File: src/hw/rtl/pavd_pkg.sv
// Shared types, constants and lookup functions of the packed value decoder.
// No dependencies.
`default_nettype none

package pavd_pkg;

    localparam int LINE_CHARS  = 78;
    localparam int COUNT_WIDTH = 24;
    localparam int LINE_W      = $clog2(LINE_CHARS + 1);
    localparam int RAW_W       = 30;
    localparam int DIGIT_W     = 6;
    localparam int POS_W       = 3;
    localparam int BITS_W      = 5;
    localparam int DATA_W      = 32;
    localparam int CFG_IDX_W   = 8;

    localparam logic [7:0] NEWLINE = 8'd10;

    localparam logic [CFG_IDX_W-1:0] CFG_WORD_TOTAL   = 8'd0;
    localparam logic [CFG_IDX_W-1:0] CFG_VALUE_BITS   = 8'd1;
    localparam logic [CFG_IDX_W-1:0] CFG_SCALE_FACTOR = 8'd2;
    localparam logic [CFG_IDX_W-1:0] CFG_OFFSET_VALUE = 8'd3;

    typedef struct packed {
        logic             last;
        logic [RAW_W-1:0] raw;
    } t_word;

    // Inverse of the 64-symbol alphabet; foreign characters give zero.
    function automatic logic [DIGIT_W-1:0] char_digit(input logic [7:0] c);
        logic [DIGIT_W-1:0] d;
        d = '0;
        if (c >= 8'h30 && c <= 8'h39) begin
            d = DIGIT_W'(c - 8'h30);
        end else if (c >= 8'h41 && c <= 8'h5A) begin
            d = DIGIT_W'(c - 8'h41 + 8'd10);
        end else if (c >= 8'h61 && c <= 8'h7A) begin
            d = DIGIT_W'(c - 8'h61 + 8'd36);
        end else if (c == 8'h7B) begin
            d = 6'd62;
        end else if (c == 8'h7C) begin
            d = 6'd63;
        end
        return d;
    endfunction

    // Characters per value, with the bit count clamped to 1..30.
    function automatic logic [POS_W-1:0] chars_per_value(input logic [BITS_W-1:0] b);
        logic [POS_W-1:0] n;
        if (b <= 5'd6) begin
            n = 3'd1;
        end else if (b <= 5'd12) begin
            n = 3'd2;
        end else if (b <= 5'd18) begin
            n = 3'd3;
        end else if (b <= 5'd24) begin
            n = 3'd4;
        end else begin
            n = 3'd5;
        end
        return n;
    endfunction

    // Values per line for a given characters-per-value count.
    function automatic logic [LINE_W-1:0] values_per_line(input logic [POS_W-1:0] cpv);
        logic [LINE_W-1:0] v;
        case (cpv)
            3'd1:    v = LINE_W'(LINE_CHARS / 1);
            3'd2:    v = LINE_W'(LINE_CHARS / 2);
            3'd3:    v = LINE_W'(LINE_CHARS / 3);
            3'd4:    v = LINE_W'(LINE_CHARS / 4);
            default: v = LINE_W'(LINE_CHARS / 5);
        endcase
        return v;
    endfunction

endpackage

`default_nettype wire

File: src/hw/rtl/pavd_front.sv
// Front end: takes characters, maps them to digits, gathers values and
// tracks line and block position. Depends on pavd_pkg.
`default_nettype none

module pavd_front (
    input  wire logic                               i_clk,
    input  wire logic                               i_rst_n,
    input  wire logic                               i_restart,
    input  wire logic [pavd_pkg::COUNT_WIDTH-1:0]   i_word_total,
    input  wire logic [pavd_pkg::BITS_W-1:0]        i_value_bits,
    input  wire logic                               i_valid,
    output logic                                    o_ready,
    input  wire logic [7:0]                         i_char,
    output logic                                    o_push,
    output pavd_pkg::t_word                         o_word,
    input  wire logic                               i_full
);

    logic [pavd_pkg::RAW_W-1:0]       r_acc,   n_acc;
    logic [pavd_pkg::POS_W-1:0]       r_pos,   n_pos;
    logic [pavd_pkg::LINE_W-1:0]      r_line,  n_line;
    logic [pavd_pkg::COUNT_WIDTH-1:0] r_words, n_words;
    logic                             r_skip,  n_skip;

    logic                             accept;
    logic [pavd_pkg::RAW_W-1:0]       acc_shift;
    logic [pavd_pkg::POS_W-1:0]       pos_inc;
    logic [pavd_pkg::POS_W-1:0]       cpv;
    logic [pavd_pkg::LINE_W-1:0]      vpl;
    logic [pavd_pkg::LINE_W-1:0]      line_inc;
    logic [pavd_pkg::COUNT_WIDTH-1:0] words_inc;

    assign o_ready   = !i_full;
    assign accept    = i_valid && o_ready;
    assign cpv       = pavd_pkg::chars_per_value(i_value_bits);
    assign vpl       = pavd_pkg::values_per_line(cpv);
    assign acc_shift = {r_acc[pavd_pkg::RAW_W-pavd_pkg::DIGIT_W-1:0],
                        pavd_pkg::char_digit(i_char)};
    assign pos_inc   = r_pos + 1'b1;
    assign line_inc  = r_line + 1'b1;
    assign words_inc = r_words + 1'b1;

    always_comb begin
        n_acc   = r_acc;
        n_pos   = r_pos;
        n_line  = r_line;
        n_words = r_words;
        n_skip  = r_skip;
        o_push  = 1'b0;
        o_word  = '{last: (words_inc == i_word_total), raw: acc_shift};
        // Drop everything once the block is complete.
        if (accept && (r_words < i_word_total)) begin
            if (i_char == pavd_pkg::NEWLINE) begin
                n_skip = 1'b0;
                n_line = '0;
                n_pos  = '0;
                n_acc  = '0;
            end else if (!r_skip) begin
                n_acc = acc_shift;
                n_pos = pos_inc;
                if (pos_inc >= cpv) begin
                    o_push  = 1'b1;
                    n_acc   = '0;
                    n_pos   = '0;
                    n_words = words_inc;
                    n_line  = line_inc;
                    if (line_inc >= vpl) begin
                        n_line = '0;
                        n_skip = 1'b1;
                    end
                end
            end
        end
    end

    always_ff @(posedge i_clk) begin
        if (!i_rst_n || i_restart) begin
            r_acc   <= '0;
            r_pos   <= '0;
            r_line  <= '0;
            r_words <= '0;
            r_skip  <= 1'b0;
        end else begin
            r_acc   <= n_acc;
            r_pos   <= n_pos;
            r_line  <= n_line;
            r_words <= n_words;
            r_skip  <= n_skip;
        end
    end

endmodule

`default_nettype wire

File: src/hw/rtl/pavd_fifo.sv
// Four-entry queue that carries gathered raw values from front to back.
// Depends on pavd_pkg.
`default_nettype none

module pavd_fifo (
    input  wire logic            i_clk,
    input  wire logic            i_rst_n,
    input  wire logic            i_push,
    input  wire pavd_pkg::t_word i_wdata,
    output logic                 o_full,
    output logic                 o_valid,
    output pavd_pkg::t_word      o_rdata,
    input  wire logic            i_pop
);

    localparam int DEPTH = 4;
    localparam int PTR_W = $clog2(DEPTH);

    pavd_pkg::t_word    r_mem [DEPTH];
    logic [PTR_W-1:0]   r_wptr, n_wptr;
    logic [PTR_W-1:0]   r_rptr, n_rptr;
    logic [PTR_W:0]     r_count, n_count;
    logic               do_push;
    logic               do_pop;

    assign o_full  = (r_count == (PTR_W+1)'(DEPTH));
    assign o_valid = (r_count != '0);
    assign o_rdata = r_mem[r_rptr];
    assign do_push = i_push && !o_full;
    assign do_pop  = i_pop && o_valid;

    always_comb begin
        n_wptr  = do_push ? r_wptr + 1'b1 : r_wptr;
        n_rptr  = do_pop  ? r_rptr + 1'b1 : r_rptr;
        n_count = r_count;
        if (do_push && !do_pop) begin
            n_count = r_count + 1'b1;
        end else if (do_pop && !do_push) begin
            n_count = r_count - 1'b1;
        end
    end

    always_ff @(posedge i_clk) begin
        if (do_push) begin
            r_mem[r_wptr] <= i_wdata;
        end
    end

    always_ff @(posedge i_clk) begin
        if (!i_rst_n) begin
            r_wptr  <= '0;
            r_rptr  <= '0;
            r_count <= '0;
        end else begin
            r_wptr  <= n_wptr;
            r_rptr  <= n_rptr;
            r_count <= n_count;
        end
    end

endmodule

`default_nettype wire

File: src/hw/rtl/pavd_back.sv
// Back end: scales each raw value, subtracts the offset and holds the
// result beat for the output stream. Depends on pavd_pkg.
`default_nettype none

module pavd_back (
    input  wire logic                          i_clk,
    input  wire logic                          i_rst_n,
    input  wire logic [pavd_pkg::DATA_W-1:0]   i_scale,
    input  wire logic [pavd_pkg::DATA_W-1:0]   i_offset,
    input  wire logic                          i_valid,
    input  wire pavd_pkg::t_word               i_word,
    output logic                               o_pop,
    output logic                               o_valid,
    input  wire logic                          i_ready,
    output logic [pavd_pkg::DATA_W-1:0]        o_data,
    output logic                               o_last
);

    logic                           r_p_valid;
    logic [pavd_pkg::DATA_W-1:0]    r_prod;
    logic                           r_p_last;
    logic                           r_o_valid;
    logic [pavd_pkg::DATA_W-1:0]    r_o_data;
    logic                           r_o_last;
    logic                           out_en;
    logic                           mul_en;
    logic [pavd_pkg::DATA_W-1:0]    prod;

    // Advance each stage when the one after it is empty or moving.
    assign out_en = !r_o_valid || i_ready;
    assign mul_en = !r_p_valid || out_en;
    assign o_pop  = mul_en && i_valid;
    // Low 32 bits of the product are the same for signed and unsigned.
    assign prod   = pavd_pkg::DATA_W'(i_word.raw) * i_scale;

    always_ff @(posedge i_clk) begin
        if (mul_en) begin
            r_prod   <= prod;
            r_p_last <= i_word.last;
        end
        if (out_en) begin
            r_o_data <= r_prod - i_offset;
            r_o_last <= r_p_last;
        end
    end

    always_ff @(posedge i_clk) begin
        if (!i_rst_n) begin
            r_p_valid <= 1'b0;
            r_o_valid <= 1'b0;
        end else begin
            if (mul_en) begin
                r_p_valid <= i_valid;
            end
            if (out_en) begin
                r_o_valid <= r_p_valid;
            end
        end
    end

    assign o_valid = r_o_valid;
    assign o_data  = r_o_data;
    assign o_last  = r_o_last;

endmodule

`default_nettype wire

File: src/hw/rtl/packed_ascii_value_decoder_top.sv
// Top level of the packed six-bit text value decoder: configuration
// registers, front end, queue and back end. Depends on pavd_pkg and submodules.
//
//  port group    dir  fields (lowest bit first)
//  s_axis        in   tdata[7:0] char_code
//  m_axis        out  tdata[31:0] decoded_value, tlast last_word
//  i_cfg         in   index 0 word_total, 1 value_bits, 2 scale_factor, 3 offset_value
//
// One character is accepted per cycle unless the queue is full; a completed
// value passes through the queue, multiply and subtract registers to m_axis.
// A four-entry queue between front and back absorbs output stalls; s_axis
// drops tready only when it is full. Reset is synchronous, active low, and
// any write to a listed register restarts decoding. No clearing pass.
`default_nettype none

module packed_ascii_value_decoder_top (
    input  wire logic                               i_clk,
    input  wire logic                               i_rst_n,
    input  wire logic                               s_axis_tvalid,
    output logic                                    s_axis_tready,
    input  wire logic [7:0]                         s_axis_tdata,   // [7:0] char_code
    output logic                                    m_axis_tvalid,
    input  wire logic                               m_axis_tready,
    output logic [pavd_pkg::DATA_W-1:0]             m_axis_tdata,   // [31:0] decoded_value
    output logic                                    m_axis_tlast,
    input  wire logic                               i_cfg_we,
    input  wire logic [pavd_pkg::CFG_IDX_W-1:0]     i_cfg_index,
    input  wire logic [pavd_pkg::DATA_W-1:0]        i_cfg_data
);

    logic [pavd_pkg::COUNT_WIDTH-1:0] r_word_total;
    logic [pavd_pkg::BITS_W-1:0]      r_value_bits;
    logic [pavd_pkg::DATA_W-1:0]      r_scale;
    logic [pavd_pkg::DATA_W-1:0]      r_offset;
    logic                             restart;
    logic                             push;
    logic                             full;
    logic                             q_valid;
    logic                             pop;
    pavd_pkg::t_word                  push_word;
    pavd_pkg::t_word                  q_word;

    always_comb begin
        case (i_cfg_index)
            pavd_pkg::CFG_WORD_TOTAL,
            pavd_pkg::CFG_VALUE_BITS,
            pavd_pkg::CFG_SCALE_FACTOR,
            pavd_pkg::CFG_OFFSET_VALUE: restart = i_cfg_we;
            default:                    restart = 1'b0;
        endcase
    end

    always_ff @(posedge i_clk) begin
        if (!i_rst_n) begin
            r_word_total <= '0;
            r_value_bits <= 5'd6;
            r_scale      <= 32'd1;
            r_offset     <= '0;
        end else if (i_cfg_we) begin
            case (i_cfg_index)
                pavd_pkg::CFG_WORD_TOTAL:
                    r_word_total <= i_cfg_data[pavd_pkg::COUNT_WIDTH-1:0];
                pavd_pkg::CFG_VALUE_BITS:
                    r_value_bits <= i_cfg_data[pavd_pkg::BITS_W-1:0];
                pavd_pkg::CFG_SCALE_FACTOR: r_scale  <= i_cfg_data;
                pavd_pkg::CFG_OFFSET_VALUE: r_offset <= i_cfg_data;
                default: ;
            endcase
        end
    end

    pavd_front u_front (
        .i_clk        (i_clk),
        .i_rst_n      (i_rst_n),
        .i_restart    (restart),
        .i_word_total (r_word_total),
        .i_value_bits (r_value_bits),
        .i_valid      (s_axis_tvalid),
        .o_ready      (s_axis_tready),
        .i_char       (s_axis_tdata),
        .o_push       (push),
        .o_word       (push_word),
        .i_full       (full)
    );

    pavd_fifo u_fifo (
        .i_clk   (i_clk),
        .i_rst_n (i_rst_n),
        .i_push  (push),
        .i_wdata (push_word),
        .o_full  (full),
        .o_valid (q_valid),
        .o_rdata (q_word),
        .i_pop   (pop)
    );

    pavd_back u_back (
        .i_clk    (i_clk),
        .i_rst_n  (i_rst_n),
        .i_scale  (r_scale),
        .i_offset (r_offset),
        .i_valid  (q_valid),
        .i_word   (q_word),
        .o_pop    (pop),
        .o_valid  (m_axis_tvalid),
        .i_ready  (m_axis_tready),
        .o_data   (m_axis_tdata),
        .o_last   (m_axis_tlast)
    );

endmodule

`default_nettype wire

File: config.mk
export PLATFORM = sky130hd
export DESIGN_NAME = packed_ascii_value_decoder_top
export DESIGN_NICKNAME = d
export VERILOG_FILES = /design/src/hw/rtl/pavd_pkg.sv /design/src/hw/rtl/pavd_front.sv /design/src/hw/rtl/pavd_fifo.sv /design/src/hw/rtl/pavd_back.sv /design/src/hw/rtl/packed_ascii_value_decoder_top.sv
export SDC_FILE = /design/constraint.sdc
export NUM_CORES = 2
export LEC_CHECK = 0
export BUFFER_PORTS_ARGS = -buffer_cell sky130_fd_sc_hd__clkbuf_2
export CAP_MARGIN = 20
export CORE_MARGIN = 1.5
export CORE_UTILIZATION = 50
export DETAILED_ROUTE_END_ITERATION = 7
export GPL_ROUTABILITY_DRIVEN = 0
export PLACE_DENSITY_LB_ADDON = 0.25
export SLEW_MARGIN = 10
export SYNTH_ARGS = -nofsm -noshare
export SYNTH_HDL_FRONTEND = slang
export SYNTH_SLANG_ARGS = --single-unit
File: constraint.sdc
create_clock -name i_clk -period 11.05 [get_ports i_clk]
set_input_delay 1.6575 -clock i_clk [delete_from_list [all_inputs] [get_ports i_clk]]
set_output_delay 1.6575 -clock i_clk [all_outputs]
set_load 0.02 [all_outputs]
# Yosys cells after proc, flatten, opt, wreduce, memory -nomap -nowiden
# Memories as Yosys holds them, arrays and structs flattened. A register that Yosys moved wholly into a read port is not among the register bits.
# Index checks and enable logic that the tools add are counted.
[totals]
reg_bits = 227
mem_bits_rw = 124
input_bits = 53
out_inout_bits = 35
wordCells = 127
memories = 1
[mem_list]
columns = ["memory", "words", "word_bits", "rd", "rd_clocked_by_memory_dff", "write_ports", "line", "rtl"]
rows = [
  ["u_fifo.r_mem", 4, 31, 1, 1, 1, "pavd_fifo.sv:19", "pavd_pkg::t_word r_mem [DEPTH];"],
]
[op_classes]
add_sub_neg = 13
multipliers = 1
n_lt_le_gt_ge = 13
n_eq_ne = 13
muxes = 35
bitwise_logic = 2
reduce_logical = 31
[ops]
columns = ["operator", "count"]
rows = [
  ["$mux W24", 3],
  ["$mul A30 B32 Y32", 1],
  ["$sub A32 B32 Y32", 1],
  ["$mux W6", 5],
  ["$mux W7", 4],
  ["$pmux W7 S4", 1],
  ["$add A24 B1 Y24 const B", 1],
  ["$eq A24 B24 Y1", 1],
  ["$lt A24 B24 Y1", 1],
  ["$mux W3", 8],
  ["$eq A8 B2 Y1 const B", 2],
  ["$eq A8 B7 Y1 const B", 2],
  ["$ge A8 B7 Y1 const B", 2],
  ["$le A8 B7 Y1 const B", 2],
  ["$mux W1", 12],
  ["$sub A6 B6 Y6 const B", 2],
  ["$le A5 B5 Y1 const B", 2],
  ["$logic_and A1 B1 Y1", 10],
  ["$reduce_and A2 Y1", 5],
  ["$eq A8 B1 Y1 const B", 1],
  ["$eq A8 B4 Y1 const B", 1],
  ["$ge A8 B6 Y1 const B", 1],
  ["$le A8 B6 Y1 const B", 1],
  ["$logic_not A8 Y1", 1],
  ["24 further kinds", 38],
]

# Logic depth before layout (Yosys ltp)
[depth]
ltp_word = 15
mapped_depth = 33
mapped_depth_nobuf = 29

# Hierarchy
# A second synthesis with hierarchy kept.
[hier_totals]
hier_cells = 3272
hier_area_um2 = 32837.7
[by_module_without_submodules]
columns = ["mod", "n_inst", "cells_each", "area_per_inst_um2", "seq_area_each_um2"]
rows = [
  ["pavd_back", 1, 2109, 19645.1, 2021.9],
  ["pavd_fifo", 1, 209, 4962.3, 3903.7],
  ["pavd_front", 1, 610, 4782.1, 1181.1],
  ["packed_ascii_value_decoder_top", 1, 344, 3448.3, 1861.8],
]

# Least setup slack after synthesis
# OpenSTA, ideal clock, no wires.
[synth_path]
path_type = "reg-to-reg"
startpoint = "register (tool-made name)"
endpoint = "register u_back.r_prod[31] (netlist bit), data pin"
setup_time_ns = 0.262
arrival_ns = 7.750
required_ns = 10.788
setup_slack_ns = 3.038
stages_incl_launch_ff = 32
path_buffers = 4
synth_period_minus_slack_ns = 8.012
path_cell_list = "dfxtp_1 buf_6 buf_6 mux4_2 clkbuf_1 clkbuf_1 and2_1 fa_1 fa_1 fa_1 inv_1 fa_1 inv_1 fa_1 inv_1 fa_1 inv_1 fa_1 inv_1 fa_1 inv_1 ha_1 a21o_1 a31oi_1 a21boi_0 o21ai_0 a31o_2 a21oi_1 o21ai_1 and4_1 nor3_1 xnor2_1"
[synth_rtl]
columns = ["item", "line", "rtl"]
rows = [
  ["to (signal assigned)", "pavd_back.sv:38", "r_prod <= prod;"],
  ["to (decl)", "pavd_back.sv:20", "logic [pavd_pkg::DATA_W-1:0] r_prod;"],
]

==> qor.txt <==
Crit end category - register
Synthesis-stage register bit count - 353
CP max stage cell - mux4_2
Die W - 258 um
Status - complete, no violations
Die area - 66700 um^2
RSZ-0062 raised after global routing - false
Buf/Inv on CP - 9
Clock Latency Late Sink - 0.57 ns
Layout fillers - 5806
ANT nets after route - 0
Top FF cell, synth - edfxtp_1
Max VDD drop - 0.127 mV
Leak - 0.0151 uW
Wire length of the first global-routing pass - 128 mm
DPL Wire Length - 60.3 mm
CP max stage delay - 0.82 ns
Max-slew violations - 0
TritonCTS Buffers - 38
Clock sinks - 353
WL per Instance - 18.8 um
Post-synth ARST share - 0%
Synth area leader - fa_1
Root buf cell - clkbuf_16
FP Rows - 93
Top cells by count, synth - inv_1, nand2_1, fa_1, and2_1, ha_1
DR vias/cell - 5.32
WP data required - 11.33 ns
Post-Syn Area - 32600 um^2
Syn Area/Cell - 9.75 um^2
Worst hold path type - register to register
Vias post-DR - 22529
Cts repair resizes - 0
Core area - 64500 um^2
Final setup TNS - 0 ns
EDFF count, synth - 190
Port bufs - 87
Crit path kind - register to register
Final global-route overflow total - 0
Initial antenna violation count - 1
DR iter-0 viols - 1506
Final wirelength - 79.6 mm
Synth top area cells - fa_1, edfxtp_1, dfxtp_1, ha_1, inv_1
Final-report hold violation count - 0
I/O Pins - 88
Hold buffer count at cts - 0
Clock Tree Buf Depth - 3
Die extent in y - 258 um
Max Cap Violations - 0
Share of layout cells above drive strength 1 - 7.02%
CP Launch Type - register
Pre-Repair DR Iteration Count - 5
Netlist cell types - 76
Clock Pin Slew Worst Setup and Hold Paths - 0.06 ns
Count leader, synth - inv_1
Share of the synthesized area in the top cell type - 25.3%
Register area share after synthesis - 27.5%
Cells after Synth - 3341
Slew HR - 27.1%
Layout Utilization - 54.3%
DRC violations left - 0
Vias in the first global route - 23068
Fin crit period - 8.60 ns
Nets - 4012
Clock Skews - 0.0388 ns
Largest net degree at the start of global routing - 106
Worst Tran Pin Value - 1.09 ns
Syn. warnings - 0
Tot GR Track Use - 24.5%
Critical Path Fanout Max - 27
CTS tree - yes
Final Cycle Share - 77.9%
Starting density of the core - 50.5%
Htree depth - 2
P per Cell Area - 111 nW/um^2
Area grow syn2layout - 7.53%
Syn nets - 4003
Worst EP arrival - 8.89 ns
Fmax achieved - 116 MHz
CP top delay family - adder cells
Setup-failing EPs final - 0
Setup repair bufs after CTS - 0
cells by family (layout without fill, tap and decap cells):
group | count (synthesis) | count (layout) | share of synthesized area (%)
xor gates and xnor gates | 175 | 175 | 4.75
DFF | 353 | 353 | 27.5
AOI/OAI and AO/OA | 368 | 368 | 7.70
and+or+nand+nor | 1083 | 1083 | 16.4
adders and majority gates | 610 | 610 | 32.9
muxes | 48 | 48 | 2.53
other | 0 | 1 | 0
buffers and inverters | 704 | 741 | 8.22
stage by stage:
stage          power, uW  cell area, um^2  instances  hold WS [ns]  setup WS (ns)
2_1_floorplan       2320            32600       3341         0.400           3.04
3_3_place_gp        2610            33700       4163         0.447           2.50
3_5_place_dp        2620            33700       4163         0.454           2.35
4_1_cts             3900            35000       4231         0.462           2.40
5_1_grt             4050            35000       4233         0.486           1.92
6_report            3880            35000       4234         0.458           2.45
path summary, 6_finish.rpt:
path | depth (start not counted) | endpoint | slack [ns] | from
max | 30 | u_back.r_prod[31] | 2.45 | register
min | 2 | u_front.r_pos[1] | 0.46 | u_front.r_pos[1]
max reg2reg | 30 | u_back.r_prod[31] | 2.45 | register
min reg2reg | 2 | u_front.r_pos[1] | 0.46 | u_front.r_pos[1]
where the power goes:
group	total, uW	switching [uW]	leakage [uW]	internal [uW]
registers	1600	66.3	0.00333	1530
logic	1000	643	0.0112	357
clock network	1280	542	0.000599	739
total	3880	1250	0.0151	2630
routing by layer:
metal | wire length (um) | GRT usage [%]
met1 | 36200 | 34.0
met2 | 36500 | 39.4
met3 | 4060 | 3.64
met4 | 2730 | 8.25
met5 | 12 | 0
final cells by class:
type                    count  area (um^2)  area share (%)
clock inverters            15          146           0.418
well taps                 855         1070            3.06
inverters                 546         2050            5.85
repair buffers            127          763            2.18
multi-input cells        2284        20900            59.8
flip-flops and latches    353         8970            25.6
diodes                      1         2.50         0.00715
clock buffers              53         1090            3.11
state kept, by name, summed over array words and instances (netlist names), named ones only:
register and count:
u_fifo.r_mem 124, r_offset 32, r_scale 32, u_back.o_data 32, u_back.r_prod 32, r_word_total 24
u_front.r_acc 24, u_front.r_words 24, u_front.r_line 7, r_value_bits 5, u_fifo.r_count 3, u_front.r_pos 3
u_fifo.r_rptr 2, u_fifo.r_wptr 2, u_back.o_last 1, u_back.o_valid 1, u_back.r_p_last 1, u_back.r_p_valid 1
u_front.r_skip 1
tightest hold or removal path: cells and delay by family, from the launching register on:
kind,cells,cell delay (ns)
and+or+nand+nor,1,0.05
AOI/OAI and AO/OA,1,0.05
DFF,1,0.31
layout by cell type (no fill, tap or decap), types with 87 or more instances in the layout:
master      n
a21boi_0   93
a21oi_1    93
and2_1    323
clkbuf_2   87
dfxtp_1   162
edfxtp_1  190
fa_1      411
ha_1      198
inv_1     546
nand2_1   451
xnor2_1   135
No activity file was read; power rests on OpenSTA's default activity.
